<file path="src/twoa_pkg.sv">
`timescale 1ns / 1ps
`default_nettype none

package twoa_pkg;

    localparam int COORD_W   = 24;
    localparam int FRAC_W    = 12;
    localparam int TAG_W     = 16;
    localparam int AREA_W    = 48;
    localparam int AREA_FRAC = 24;
    localparam int VCNT_W    = 3;
    localparam int POLY_CAP  = 64;
    localparam int IDX_W     = $clog2(POLY_CAP);
    localparam int K_W       = IDX_W + 1;
    localparam int ADDR_W    = IDX_W + 1;
    localparam int DIFF_W    = COORD_W + 1;
    localparam int MUL_W     = COORD_W + 2;
    localparam int PROD_W    = 2 * MUL_W;
    localparam int NUM_W     = 2 * COORD_W + 2;
    localparam int SUM_W     = 2 * COORD_W + 10;
    localparam int EXT_W     = SUM_W + AREA_W + AREA_FRAC;
    localparam int APB_AW    = 4;
    localparam int APB_DW    = 32;

    typedef enum logic [1:0] {
        REG_MIN_X = 2'd0,
        REG_MIN_Y = 2'd1,
        REG_MAX_X = 2'd2,
        REG_MAX_Y = 2'd3
    } reg_idx_t;

    typedef enum logic [4:0] {
        ST_IDLE,
        ST_LOAD,
        ST_PASS,
        ST_SRD,
        ST_ERD,
        ST_EVAL,
        ST_DSTART,
        ST_DIV,
        ST_XWR,
        ST_INWR,
        ST_NEXT,
        ST_ABASE,
        ST_AB0,
        ST_AREAD,
        ST_M1,
        ST_M2,
        ST_ACC,
        ST_FIN
    } seq_state_t;

    typedef struct packed {
        logic        [TAG_W-1:0]   face_tag;
        logic signed [COORD_W-1:0] ax;
        logic signed [COORD_W-1:0] ay;
        logic signed [COORD_W-1:0] bx;
        logic signed [COORD_W-1:0] by_coord;
        logic signed [COORD_W-1:0] cx;
        logic signed [COORD_W-1:0] cy;
    } tri_item_t;

    typedef struct packed {
        logic [TAG_W-1:0]  tag_out;
        logic [AREA_W-1:0] overlap_area;
        logic [VCNT_W-1:0] clip_vertices;
    } res_item_t;

    typedef struct packed {
        logic signed [COORD_W-1:0] x;
        logic signed [COORD_W-1:0] y;
    } vertex_t;

    typedef struct packed {
        logic              we;
        logic [ADDR_W-1:0] waddr;
        vertex_t           wdata;
        logic [ADDR_W-1:0] raddr;
    } ram_ctl_t;

endpackage

`default_nettype wire

</file>
<file path="src/twoa_div.sv">
`timescale 1ns / 1ps
`default_nettype none

module twoa_div (
    input  wire logic                          clk,
    input  wire logic                          rst_n,
    input  wire logic                          start,
    input  wire logic [twoa_pkg::NUM_W-1:0]    num,
    input  wire logic [twoa_pkg::DIFF_W-1:0]   den,
    output logic                               done,
    output logic [twoa_pkg::DIFF_W-1:0]        quo
);

    localparam int QW  = twoa_pkg::DIFF_W;
    localparam int CW  = $clog2(QW + 1);

    logic          busy_reg, busy_next;
    logic          done_reg, done_next;
    logic [CW-1:0] cnt_reg, cnt_next;
    logic [QW-1:0] rem_reg, rem_next;
    logic [QW-1:0] sh_reg, sh_next;
    logic [QW-1:0] den_reg, den_next;
    logic [QW:0]   trial;
    logic          fits;

    always_ff @(posedge clk or negedge rst_n)
    begin
        if (!rst_n)
        begin
            busy_reg <= 1'b0;
            done_reg <= 1'b0;
            cnt_reg  <= '0;
        end
        else
        begin
            busy_reg <= busy_next;
            done_reg <= done_next;
            cnt_reg  <= cnt_next;
        end
    end

    always_ff @(posedge clk)
    begin
        rem_reg <= rem_next;
        sh_reg  <= sh_next;
        den_reg <= den_next;
    end

    // one quotient bit a cycle, restoring
    always_comb
    begin
        trial     = {rem_reg, sh_reg[QW-1]};
        fits      = trial >= {1'b0, den_reg};
        busy_next = busy_reg;
        done_next = 1'b0;
        cnt_next  = cnt_reg;
        rem_next  = rem_reg;
        sh_next   = sh_reg;
        den_next  = den_reg;
        if (start)
        begin
            busy_next = 1'b1;
            cnt_next  = CW'(QW);
            rem_next  = num[twoa_pkg::NUM_W-1:QW];
            sh_next   = num[QW-1:0];
            den_next  = den;
        end
        else if (busy_reg)
        begin
            rem_next = fits ? QW'(trial - {1'b0, den_reg}) : trial[QW-1:0];
            sh_next  = {sh_reg[QW-2:0], fits};
            cnt_next = cnt_reg - CW'(1);
            if (cnt_reg == CW'(1))
            begin
                busy_next = 1'b0;
                done_next = 1'b1;
            end
        end
    end

    assign done = done_reg;
    assign quo  = sh_reg;

endmodule

`default_nettype wire

</file>
<file path="config.mk">
export PLATFORM = sky130hd
export DESIGN_NAME = twoa_div
export DESIGN_NICKNAME = d
export VERILOG_FILES = /design/src/twoa_pkg.sv /design/src/twoa_div.sv
export SDC_FILE = /design/constraint.sdc
export NUM_CORES = 1
export LEC_CHECK = 0
export BUFFER_PORTS_ARGS = -buffer_cell sky130_fd_sc_hd__buf_2
export CORE_ASPECT_RATIO = 1.75
export CORE_MARGIN = 1
export CORE_UTILIZATION = 35
export CTS_CLUSTER_DIAMETER = 150
export DETAILED_ROUTE_END_ITERATION = 6
export PLACE_DENSITY = 0.54
export SYNTH_ARGS = -nofsm -noshare
export SYNTH_HDL_FRONTEND = slang
export SYNTH_SLANG_ARGS = --single-unit
</file>
<file path="constraint.sdc">
create_clock -name clk -period 8.9 [get_ports clk]
set_input_delay 0.445 -clock clk [delete_from_list [all_inputs] [get_ports clk]]
set_output_delay 0.445 -clock clk [all_outputs]
set_load 0.01 [all_outputs]
</file>
==> out/results.tsv, run 1 <==
stage	metric	value	unit
status	status	finished, final reports clean	
setup_path	cp_slowest_cell	nand3_2	
finish	regArea	2430	um2
finish	syn_to_final_growth	20.6	%
routing	post_drt_wl_per_cell	15.3	um
logic_synthesis	synth_area_leader_cell	edfxtp_1	
clocking	clock_latency	0.35	ns
routing	routed_via_density	4.97	
setup_path	reg2reg_depth	11	
logic_synthesis	yosysSeqAreaShare	0.511	
floorplanning	core	13300	um2
power	power_density	300	nW/um2
logic_synthesis	yosys-top-cells-area	edfxtp_1 (47%), mux2_2 (10%), ha_1 (7.1%)	
floorplanning	die_x	90.0	um
setup_path	max_stage_delay	0.73	ns
setup_path	crit_type	reg -> reg	
global_routing	gr-usage-met2	0.286	
floorplanning	dieHeight	156	um
setup_path	critPathCaptureType	flip-flop	
global_routing	grt_pass1_wl	16800	um
global_routing	busiest_layer	met2	
setup_path	r2r_slack	5.09	ns
setup_path	worstPathArrival	3.90	ns
setup_path	r2r-end	rem_reg[7]$_DFFE_PP_	
clocking	cts_tree	built	
setup_path	critPathLaunch	quo[24]$_DFFE_PP_	
timing	finalMaxSlewViolations	0	
placed_design	portBuffers	103	
clocking	cts_resized	0	
routing	dr.pass1.iters	5	
routing	wl	10600	um
global_routing	grt_usage	0.154	
worst_hold_path	hp-class	in -> reg	
floorplanning	ios	104	
floorplanning	dieArea	14100	um2
global_routing	grt_overflow_total	0	
floorplanning	placementRows	56	
global_routing	grt_pass1_vias	3512	
setup_path	worstSetupPathDepth	11	
clocking	cts_sinks	82	
logic_synthesis	synth_area	4750	um2
timing	setup_tns	0	ns
logic_synthesis	synth-main-ff-cell	edfxtp_1	
clocking	cts_buffers	9	
finish	post-route-util	0.430	
global_routing	antenna_found_initial	0	
power	peakVddDrop	0.117	mV
finish	fin_nets	619	
power	p_leak	2.42	nW
logic_synthesis	synth_nets	515	
timing	min_period	3.81	ns
logic_synthesis	synth_edf_count	75	
placed_design	place_congestion	0.831	
global_routing	grt_max_degree	59	
worst_hold_path	min_path_cells	1	
setup_path	critPathCapture	rem_reg[7]$_DFFE_PP_	
routing	drt-initial-drc-count	195	
finish	nFillCells	1331	
timing	hold_ws	0.269	ns
timing	clock_skew	0.0126	ns
logic_synthesis	synth-seq-cells	82	
setup_path	worstPathMaxFanout	45	
finish	multi_input_area	2130	um2
clocking	root_buffer	clkbuf_16	
routing	antenna_left	0	
placed_design	pre_cts_ws	5.04	ns
routing	drc	0	
clocking	cts_buffer_depth	2	
floorplanning	start_util	0.357	
timing	worst_pin_slew	0.931	ns
clocking	clkTransAtPathRegs	0.07	ns
setup_path	cp_cell_sequence	inv_1, ha_1, inv_1, fa_1, a211oi_1, o21ai_0, nand4_1, a311o_1, nand3_2, mux2_2, mux2_2	
timing	setup_viol	0	
timing	hold_violations	0	
timing	rsz0062_at_grt	no	
timing	slew_headroom	0.379	
finish	drive_gt1_frac	0.326	
setup_path	cp-start-kind	flip-flop	
setup_path	required	8.99	ns
logic_synthesis	synth_cells	409	
timing	timing.final.crit_share	0.428	
finish	diodes	0	
timing	fin_ws	5.09	ns
timing	fmax	263	MHz
setup_path	cp_num_buf_inv	2	
routing	dr_total_vias	3440	
global_routing	grt_use_met3	0.0400	
logic_synthesis	async_flop_share	0.0854	
placed_design	dp_hpwl	7750	um
logic_synthesis	syn-mean-instance-area	11.6	um2
setup_path	path_delay_family	simple AND/OR/NAND/NOR gates	
logic_synthesis	ys_types	48	
setup_path	r2r-start	quo[24]$_DFFE_PP_	
clocking	cts.htree.levels	3	
flow_run	drv_cap	0	
global_routing	met1_usage	0.165	
logic_synthesis	synth.top_cell.area_share	0.474	
logic_synthesis	yosysWarnings	0	
## area by class of cell
type	instances	area share
inverter	34	0.0223
sequential	82	0.424
clock buffer	9	0.0393
clock inverter	7	0.0105
tap	174	0.0380
timing repair buffer	106	0.0948
multi-input combinational	280	0.371
## power by group
part | total (W) | switching (W) | internal [W]
registers | 0.000583 | 0.0000491 | 0.000534
clock network | 0.000361 | 0.000168 | 0.000194
logic | 0.000775 | 0.000414 | 0.000361
## stage by stage
stage	cell area [um2]	instances	total power, W
floorplan	4750	409	0.00120
global placement	5430	675	0.00135
detailed placement	5430	675	0.00136
CTS	5730	692	0.00173
global route	5730	692	0.00184
finish	5730	692	0.00172
## worst min-delay path by stage
stage	to	startpoint
floorplan	busy_reg$_DFF_PN0_	rst_n
finish	den_reg[2]$_DFFE_PP_	den[2]
CTS	den_reg[2]$_DFFE_PP_	den[2]
detailed placement	busy_reg$_DFF_PN0_	rst_n
global placement	busy_reg$_DFF_PN0_	rst_n
global route	den_reg[2]$_DFFE_PP_	den[2]
## layout by cell type, fill, tap and decap left out, types with 7 or more instances in the layout
cell / Yosys / layout
buf_2: 0 / 102
edfxtp_1: 75 / 75
mux2_2: 43 / 43
inv_1: 34 / 34
a21oi_1: 34 / 34
ha_1: 27 / 27
nor2_1: 23 / 23
nand2_1: 19 / 19
o21ai_0: 19 / 19
xnor2_1: 15 / 15
clkbuf_16: 0 / 9
a21o_1: 8 / 8
nand2b_1: 7 / 7
xor2_1: 7 / 7
dfrtp_1: 7 / 7
## cell families (layout without fill, tap and decap cells)
group / Yosys count / after routing / share of synthesized area
adder cells (fa/ha/maj): 28 / 28 / 0.0754
AO/OA/AOI/OAI: 94 / 94 / 0.125
multiplexers: 48 / 48 / 0.113
flip-flops: 82 / 82 / 0.511
XOR/XNOR: 22 / 22 / 0.0406
AND/OR/NAND/NOR: 88 / 88 / 0.0943
buffers and inverters: 47 / 156 / 0.0411
## repair_timing
action                                  4_1_cts  5_1_grt
endpoints found under the setup margin        0        0
endpoints found under the hold margin         7        0
buffers inserted                              0        0
hold buffers                                  1        0
## Yosys cell counts, drive strengths merged, types with 5 or more instances
master / instances
edfxtp: 75
nor3: 6
o21a: 5
clkbuf: 9
o21bai: 6
a21oi: 34
nand2b: 7
xor2: 7
inv: 34
nand4: 5
nor3b: 5
nor2: 23
o21ai: 19
xnor2: 15
ha: 27
mux2i: 5
dfrtp: 7
mux2: 43
nand2: 19
a21o: 8
nand3: 7
## per-layer routing
layer / wire, um / vias up
met5: 0 / -
met4: 193 / 0
met3: 435 / 12
met2: 5670 / 94
met1: 4260 / 1619
li1: - / 1715
## worst reg2reg max path, cell delays in order, from the launching register on
cell and delay (ns):
edfxtp_1 0.40, inv_1 0.07, ha_1 0.16, inv_1 0.05
fa_1 0.42, a211oi_1 0.32, o21ai_0 0.18, nand4_1 0.15
a311o_1 0.24, nand3_2 0.73, mux2_2 0.58, mux2_2 0.26
No activity file was read; power rests on OpenSTA's default activity.
==> run 2: changes to the inputs <==
--- a/config.mk
+++ b/config.mk
@@ -5,13 +5,14 @@
 export SDC_FILE = /design/constraint.sdc
 export NUM_CORES = 1
 export LEC_CHECK = 0
+export ABC_AREA = 1
 export BUFFER_PORTS_ARGS = -buffer_cell sky130_fd_sc_hd__buf_2
 export CORE_ASPECT_RATIO = 1.75
 export CORE_MARGIN = 1
 export CORE_UTILIZATION = 35
 export CTS_CLUSTER_DIAMETER = 150
 export DETAILED_ROUTE_END_ITERATION = 6
-export PLACE_DENSITY = 0.54
+export PLACE_DENSITY = 0.52
 export SYNTH_ARGS = -nofsm -noshare
 export SYNTH_HDL_FRONTEND = slang
 export SYNTH_SLANG_ARGS = --single-unit
==> constraint.sdc (replaced) <==
create_clock -name clk -period 3.92 [get_ports clk]
set_input_delay 0.196 -clock clk [delete_from_list [all_inputs] [get_ports clk]]
set_output_delay 0.196 -clock clk [all_outputs]
set_load 0.01 [all_outputs]
==> run 2 against run 1 <==
The run now ends with design-rule violations left. Clock power rose by 140%. First-iteration DRC count grew 6.2%. Count of clock-buffer cells in the layout grew 1. Critical path depth shrank 1. Die area rose by 19%. Largest power group unchanged.
==> out/results.tsv, run 2 <==
stage	metric	value	unit	change
setup_path	reg2reg_depth	10		-1
finish	nFillCells	1669		+25%
logic_synthesis	yosysMostFrequentCell	nand2_1		
setup_path	cp_slowest_cell	nand3_4		
timing	min_period	2.73	ns	-1.07 ns
setup_path	max_stage_delay	0.46	ns	-0.27 ns
setup_path	cp_common_cell	nand2_1		
placed_design	portBuffers	103		unchanged
logic_synthesis	async_flop_share	0.0854		unchanged
global_routing	grt_max_degree	55		-6.8%
logic_synthesis	synth-seq-cells	82		unchanged
logic_synthesis	synth.top_cell.area_share	0.399		-0.0755
setup_path	worstPathArrival	2.83	ns	-1.07 ns
timing	setup_tns	0	ns	unchanged
routing	drc	4		+4
power	p_total	0.00437	W	+150%
finish	regArea	2430	um2	unchanged
timing	clock_skew	0.00997	ns	-0.00259 ns
routing	dr_total_vias	5002		+45%
floorplanning	start_util	0.357		+0.000736
global_routing	antenna_found_initial	0		unchanged
worst_hold_path	hp-start	den[9]		
floorplanning	core	15800	um2	+19%
finish	final_cell_mix	nand2_1 (342), inv_1 (141), buf_2 (103)		
power	power_density	657	nW/um2	+120%
finish	drive_gt1_frac	0.161		-0.165
floorplanning	placementRows	61		+8.9%
power	peakVddDrop	0.254	mV	+120%
clocking	cts.htree.levels	3		unchanged
finish	final_area	6650	um2	+16%
worst_hold_path	min_to	den_reg[9]$_DFFE_PP_		
timing	timing.final.crit_share	0.697		+0.269
logic_synthesis	yosys-top-cells-area	edfxtp_1 (40%), nand2_1 (23%), inv_1 (9.4%)		
timing	finalMaxSlewViolations	0		unchanged
clocking	clkTransAtPathRegs	0.07	ns	about the same
setup_path	r2r_slack	1.19	ns	-3.91 ns
routing	antenna_left	0		unchanged
finish	diodes	0		unchanged
timing	setup_viol	0		unchanged
clocking	cts_tree	built		
logic_synthesis	ys_types	31		-35%
worst_hold_path	min_path_cells	1		unchanged
routing	drt-initial-drc-count	207		+6.2%
timing	slew_headroom	0.336		-0.0426
timing	hold_violations	0		unchanged
logic_synthesis	synth_area	5650	um2	+19%
finish	fin_nets	987		+59%
clocking	cts_buffer_depth	2		unchanged
floorplanning	dieArea	16700	um2	+19%
logic_synthesis	synth-main-ff-cell	edfxtp_1		
logic_synthesis	synth_cells	780		+91%
clocking	root_buffer	clkbuf_16		
clocking	clock_latency	0.35	ns	about the same
clocking	cts_sinks	82		unchanged
timing	rsz0062_at_grt	no		
floorplanning	dieHeight	170	um	+8.9%
status	violations	design-rule violations		
setup_path	r2r-start	rem_reg[11]$_DFFE_PP_		
setup_path	worstPathMaxFanout	26		-42%
status	status	finished with violations		
logic_synthesis	synthTopCellsByCount	nand2_1 (342), inv_1 (142), edfxtp_1 (75)		
finish	multi_input_area	2570	um2	+21%
logic_synthesis	syn-mean-instance-area	7.24	um2	-38%
global_routing	grt_overflow_total	0		unchanged
logic_synthesis	yosysWarnings	0		unchanged
floorplanning	ios	104		unchanged
finish	final_common_cell	nand2_1		
floorplanning	die_x	98.0	um	+8.9%
logic_synthesis	yosysSeqAreaShare	0.430		-0.0813
finish	syn_to_final_growth	17.7	%	
routing	wl	15100	um	+43%
worst_hold_path	hp-class	in -> reg		
placed_design	dp_hpwl	11200	um	+44%
setup_path	critPathCaptureType	flip-flop		
clocking	cts_buffers	9		unchanged
global_routing	grt_pass1_vias	5022		+43%
logic_synthesis	synth_edf_count	75		unchanged
power	p_leak	3.64	nW	+50%
routing	dr.pass1.iters	7		+2
setup_path	cp_cell_sequence	ha_1, nand2_1, nor2_1, nand2_1, nor2_2, nand3_4, nand3_4, nand2_1, nand3_1, nand2_1		
setup_path	cp-start-kind	flip-flop		
routing	routed_via_density	4.65		-6.4%
routing	post_drt_wl_per_cell	14.0	um	-8.1%
logic_synthesis	synth_nets	886		+72%
setup_path	required	4.02	ns	-4.97 ns
setup_path	r2r-end	rem_reg[22]$_DFFE_PP_		
timing	worst_pin_slew	0.994	ns	+0.0635 ns
global_routing	grt_usage	0.190		+0.0360
flow_run	drv_cap	0		unchanged
placed_design	dpl-instance-area	6340	um2	+17%
logic_synthesis	synth_area_leader_cell	edfxtp_1		
timing	fmax	366	MHz	+39%
placed_design	place_congestion	0.878		+5.7%
global_routing	grt_pass1_wl	24500	um	+46%
setup_path	crit_type	reg -> reg		
## run 2: power breakdown
group	total [W]	switching [W]	leakage (nW)	internal [W]
registers	0.00131	0.000114	0.867	0.00120
logic	0.00219	0.00141	2.62	0.000775
clock network	0.000870	0.000406	0.147	0.000464
## run 2: final cells by class
type                            instances  area share
Multi-Input combinational cell        530       0.386
Clock buffer                           10      0.0359
Clock inverter                          6     0.00866
Inverter                              149      0.0841
Sequential cell                        82       0.365
Timing Repair Buffer                  109      0.0847
Tap cell                              189      0.0356
## run 2: critical path: cells and delay by family (launching register included)
| family | cells | cell delay [ns] |
|---|---|---|
| and+or+nand+nor | 9 | 1.68 |
| adders and majority gates | 1 | 0.38 |
| DFF | 1 | 0.42 |
## run 2: repair_timing
item / CTS / global route
hold buffers: 1 / 0
setup endpoints to repair: 0 / 0
hold endpoints to repair: 7 / 0
buffers inserted: 0 / 0
resized for setup: 0 / 0
## run 2: cell families (layout without fill, tap and decap cells)
kind of cell | count (synthesis) | after routing | share of synthesized area
AOI/OAI and AO/OA | 23 | 23 | 0.0235
xor gates and xnor gates | 11 | 11 | 0.0171
adders and majority gates | 28 | 28 | 0.0634
buffers and inverters | 168 | 274 | 0.116
DFF | 82 | 82 | 0.430
and+or+nand+nor | 468 | 468 | 0.351
## run 2: worst max path at each step
stage	from	to	slack, ns	cells past startpoint
4_1_cts	rem_reg[11]$_DFFE_PP_	rem_reg[22]$_DFFE_PP_	1.15	10
3_5_place_dp	rem_reg[11]$_DFFE_PP_	rem_reg[21]$_DFFE_PP_	1.18	10
5_1_grt	rem_reg[10]$_DFFE_PP_	rem_reg[23]$_DFFE_PP_	0.97	10
3_3_place_gp	rem_reg[12]$_DFFE_PP_	rem_reg[11]$_DFFE_PP_	1.22	10
2_1_floorplan	quo[24]$_DFFE_PP_	rem_reg[11]$_DFFE_PP_	1.74	11
6_report	rem_reg[11]$_DFFE_PP_	rem_reg[22]$_DFFE_PP_	1.19	10
## run 2: metal layers
| layer | track usage | wire length, um | vias to the layer above |
|---|---|---|---|
| met5 | 0 | 0 | - |
| met4 | 0.0797 | 429 | 0 |
| met3 | 0.0324 | 569 | 21 |
| met2 | 0.369 | 8160 | 116 |
| met1 | 0.196 | 5910 | 2220 |
| li1 | - | - | 2645 |
## run 2: stage by stage
stage / utilization / hold slack [ns] / std cells / setup WS (ns)
after floorplan: - / -0.0996 / 780 / 1.74
after global placement: 0.401 / 0.0439 / 1058 / 1.22
after detailed placement: 0.401 / 0.0440 / 1058 / 1.18
after CTS: 0.421 / 0.00788 / 1075 / 1.15
after global routing: 0.421 / 0.00578 / 1075 / 0.974
final: 0.421 / 0.0204 / 1075 / 1.19
==> run 3: changes to the inputs <==
--- a/config.mk
+++ b/config.mk
@@ -5,14 +5,14 @@
 export SDC_FILE = /design/constraint.sdc
 export NUM_CORES = 1
 export LEC_CHECK = 0
-export ABC_AREA = 1
+export ABC_AREA = 0
 export BUFFER_PORTS_ARGS = -buffer_cell sky130_fd_sc_hd__buf_2
 export CORE_ASPECT_RATIO = 1.75
 export CORE_MARGIN = 1
 export CORE_UTILIZATION = 35
 export CTS_CLUSTER_DIAMETER = 150
 export DETAILED_ROUTE_END_ITERATION = 6
-export PLACE_DENSITY = 0.52
+export PLACE_DENSITY = 0.54
 export SYNTH_ARGS = -nofsm -noshare
 export SYNTH_HDL_FRONTEND = slang
 export SYNTH_SLANG_ARGS = --single-unit
==> constraint.sdc (replaced) <==
create_clock -name clk -period 2.6 [get_ports clk]
set_input_delay 0.13 -clock clk [delete_from_list [all_inputs] [get_ports clk]]
set_output_delay 0.13 -clock clk [all_outputs]
set_load 0.01 [all_outputs]
==> run 3 against run 2 <==
The run ends with negative setup slack left. Largest power group unchanged. Register-to-register slack worse by 1.5 ns. Sequential cell count unchanged. Power up 73%. Clock power is 64% higher. Critical endpoint is now rem_reg[7]$_DFFE_PP_. Final area is 3.5% higher. Count of clock-buffer cells in the layout decreased by 1. Fmax down 6.7%. Utilization rose by 9.6 points. Critical path type unchanged. First-iteration DRC count is 62% lower.
==> out/results.tsv, run 3 (synthesis results as in run 1) <==
stage	metric	value	unit	change
status	status	finished with violations		
status	violations	negative setup slack		
power	seqPwrFrac	0.273		-0.027
setup_path	critPathCapture	rem_reg[7]$_DFFE_PP_		
setup_path	worstPathArrival	3.02	ns	+0.19 ns
floorplanning	core	13300	um2	-16%
setup_path	critPathCaptureType	flip-flop		
setup_path	crit_type	reg -> reg		
routing	antenna_left	0		unchanged
routing	post_drt_wl_per_cell	15.7	um	+12%
floorplanning	dieHeight	156	um	-8.2%
global_routing	grt_pass1_wl	18400	um	-25%
setup_path	r2r-end	rem_reg[7]$_DFFE_PP_		
timing	setup_viol	26		+26
setup_path	r2r_slack	-0.33	ns	-1.52 ns
placed_design	dp_hpwl	8780	um	-21%
setup_path	worstPathMaxFanout	4		-85%
timing	fmax	341	MHz	-6.7%
global_routing	grt_overflow_total	0		unchanged
setup_path	critPathLaunch	rem_reg[12]$_DFFE_PP_		
power	p_leak	2.93	nW	-19%
global_routing	grt_pass1_vias	3991		-21%
clocking	cts_sinks	82		unchanged
finish	diodes	0		unchanged
global_routing	grt_max_degree	59		+7.3%
clocking	root_buffer	clkbuf_16		
timing	rsz0062_at_grt	yes		
power	power.switching	0.00268	W	+39%
finish	fin_nets	709		-28%
routing	drt-initial-drc-count	79		-62%
routing	drc	0		-4
setup_path	r2r-start	rem_reg[12]$_DFFE_PP_		
power	p_total	0.00754	W	+73%
setup_path	reg2reg_depth	9		-1
clocking	cts_tree	built		
setup_path	cp-start-kind	flip-flop		
power	pwr-share-comb	0.537		+0.036
timing	worst_pin_slew	0.731	ns	-0.263 ns
floorplanning	die_x	90.0	um	-8.1%
clocking	cts_buffers	9		unchanged
finish	final_common_cell	buf_2		
floorplanning	start_util	0.357		-0.000736
finish	syn_to_final_growth	44.9	%	
placed_design	place_congestion	0.892		+1.6%
timing	fin_ws	-0.329	ns	-1.52 ns
timing	hold_violations	0		unchanged
worst_hold_path	hp-class	in -> reg		
floorplanning	dieArea	14100	um2	-16%
power	p_int	0.00486	W	+100%
floorplanning	placementRows	56		-8.2%
power	swShare	0.355		-0.0870
routing	dr_total_vias	3832		-23%
finish	drive_gt1_frac	0.456		+0.294
placed_design	portBuffers	103		unchanged
routing	wl	12300	um	-18%
clocking	clkTransAtPathRegs	0.07	ns	about the same
clocking	cts_buffer_depth	2		unchanged
floorplanning	ios	104		unchanged
timing	slew_headroom	0.512		+0.176
timing	clock_skew	0.0107	ns	+0.000721 ns
timing	timing.final.crit_share	1.13		+0.429
flow_run	drv_cap	0		unchanged
routing	routed_via_density	4.90		+5.3%
global_routing	grt_usage	0.169		-0.0211
setup_path	required	2.69	ns	-1.33 ns
clocking	clock_latency	0.34	ns	about the same
timing	min_period	2.93	ns	+0.196 ns
clocking	cts.htree.levels	3		unchanged
routing	dr.pass1.iters	5		-2
power	peakVddDrop	0.585	mV	+130%
finish	final_cell_mix	buf_2 (102), edfxtp_1 (75), buf_4 (54)		
timing	finalMaxSlewViolations	0		unchanged
global_routing	antenna_found_initial	0		unchanged
power	power_density	1100	nW/um2	+67%
finish	post-route-util	0.517		+0.0961
power	clkPwrFrac	0.189		-0.010
[run 3: cell type report]
class	count	area (um2)
well taps	174	218
repair buffers	195	1370
clock inverters	7	109
flip-flops and latches	82	2430
inverters	34	128
multi-input cells	281	2410
clock buffers	9	225
fillers	1271	6430
[run 3: routing by layer]
layer / wire [um] / up-vias / track usage
met5: 0 / - / 0
met4: 211 / 0 / 0.0722
met3: 343 / 18 / 0.0283
met2: 7270 / 80 / 0.345
met1: 4470 / 1833 / 0.161
li1: - / 1901 / -
[run 3: worst min path at each step]
| stage | start | to | slack [ns] | depth (start not counted) |
|---|---|---|---|---|
| after global placement | rst_n | done$_DFF_PN0_ | -0.03 | 1 |
| after CTS | num[13] | quo[13]$_DFFE_PP_ | 0.07 | 2 |
| final | num[14] | quo[14]$_DFFE_PP_ | 0.08 | 2 |
| after global routing | num[11] | quo[11]$_DFFE_PP_ | 0.08 | 2 |
| after detailed placement | rst_n | done$_DFF_PN0_ | -0.03 | 1 |
| after floorplan | rst_n | busy_reg$_DFF_PN0_ | -0.17 | 0 |
[run 3: power groups by stage]
| stage | combinational (W) | sequential [W] | clock (W) |
|---|---|---|---|
| finish | 0.00405 | 0.00206 | 0.00143 |
| global route | 0.00442 | 0.00209 | 0.00150 |
| CTS | 0.00357 | 0.00203 | 0.00146 |
| detailed placement | 0.00334 | 0.00205 | 0 |
| global placement | 0.00328 | 0.00204 | 0 |
| floorplan | 0.00220 | 0.00201 | 0 |
[run 3: critical path: stages, from the launching register on]
cell and delay [ns]:
edfxtp_1 0.44, ha_4 0.30, nand3_2 0.09, or2_1 0.25, or3_1 0.31, a311o_1 0.41, nand3_4 0.13, buf_8 0.14
mux2_2 0.33, mux2_4 0.27
[run 3: repair_timing]
| item | 4_1_cts | 5_1_grt |
|---|---|---|
| gates resized for setup | 22 | 40 |
| setup buffers | 3 | 7 |
| setup endpoints to repair | 26 | 26 |
| endpoints found under the hold margin | 32 | 0 |
| cloned | 1 | 3 |
| pin swaps | 4 | 19 |
| hold buffers | 26 | 0 |
[run 3: per-stage QoR]
| stage | hold WS (ns) | setup TNS, ns | setup slack, ns | instances | cell area, um2 |
|---|---|---|---|---|---|
| 2_1_floorplan | -0.166 | -1.66 | -0.124 | 409 | 4830 |
| 3_3_place_gp | -0.0307 | -4.93 | -0.299 | 727 | 5910 |
| 5_1_grt | 0.0775 | -9.42 | -0.415 | 782 | 6880 |
| 6_report | 0.0822 | -5.87 | -0.329 | 782 | 6880 |
| 3_5_place_dp | -0.0278 | -6.08 | -0.348 | 727 | 5910 |
| 4_1_cts | 0.0741 | -4.67 | -0.232 | 773 | 6620 |
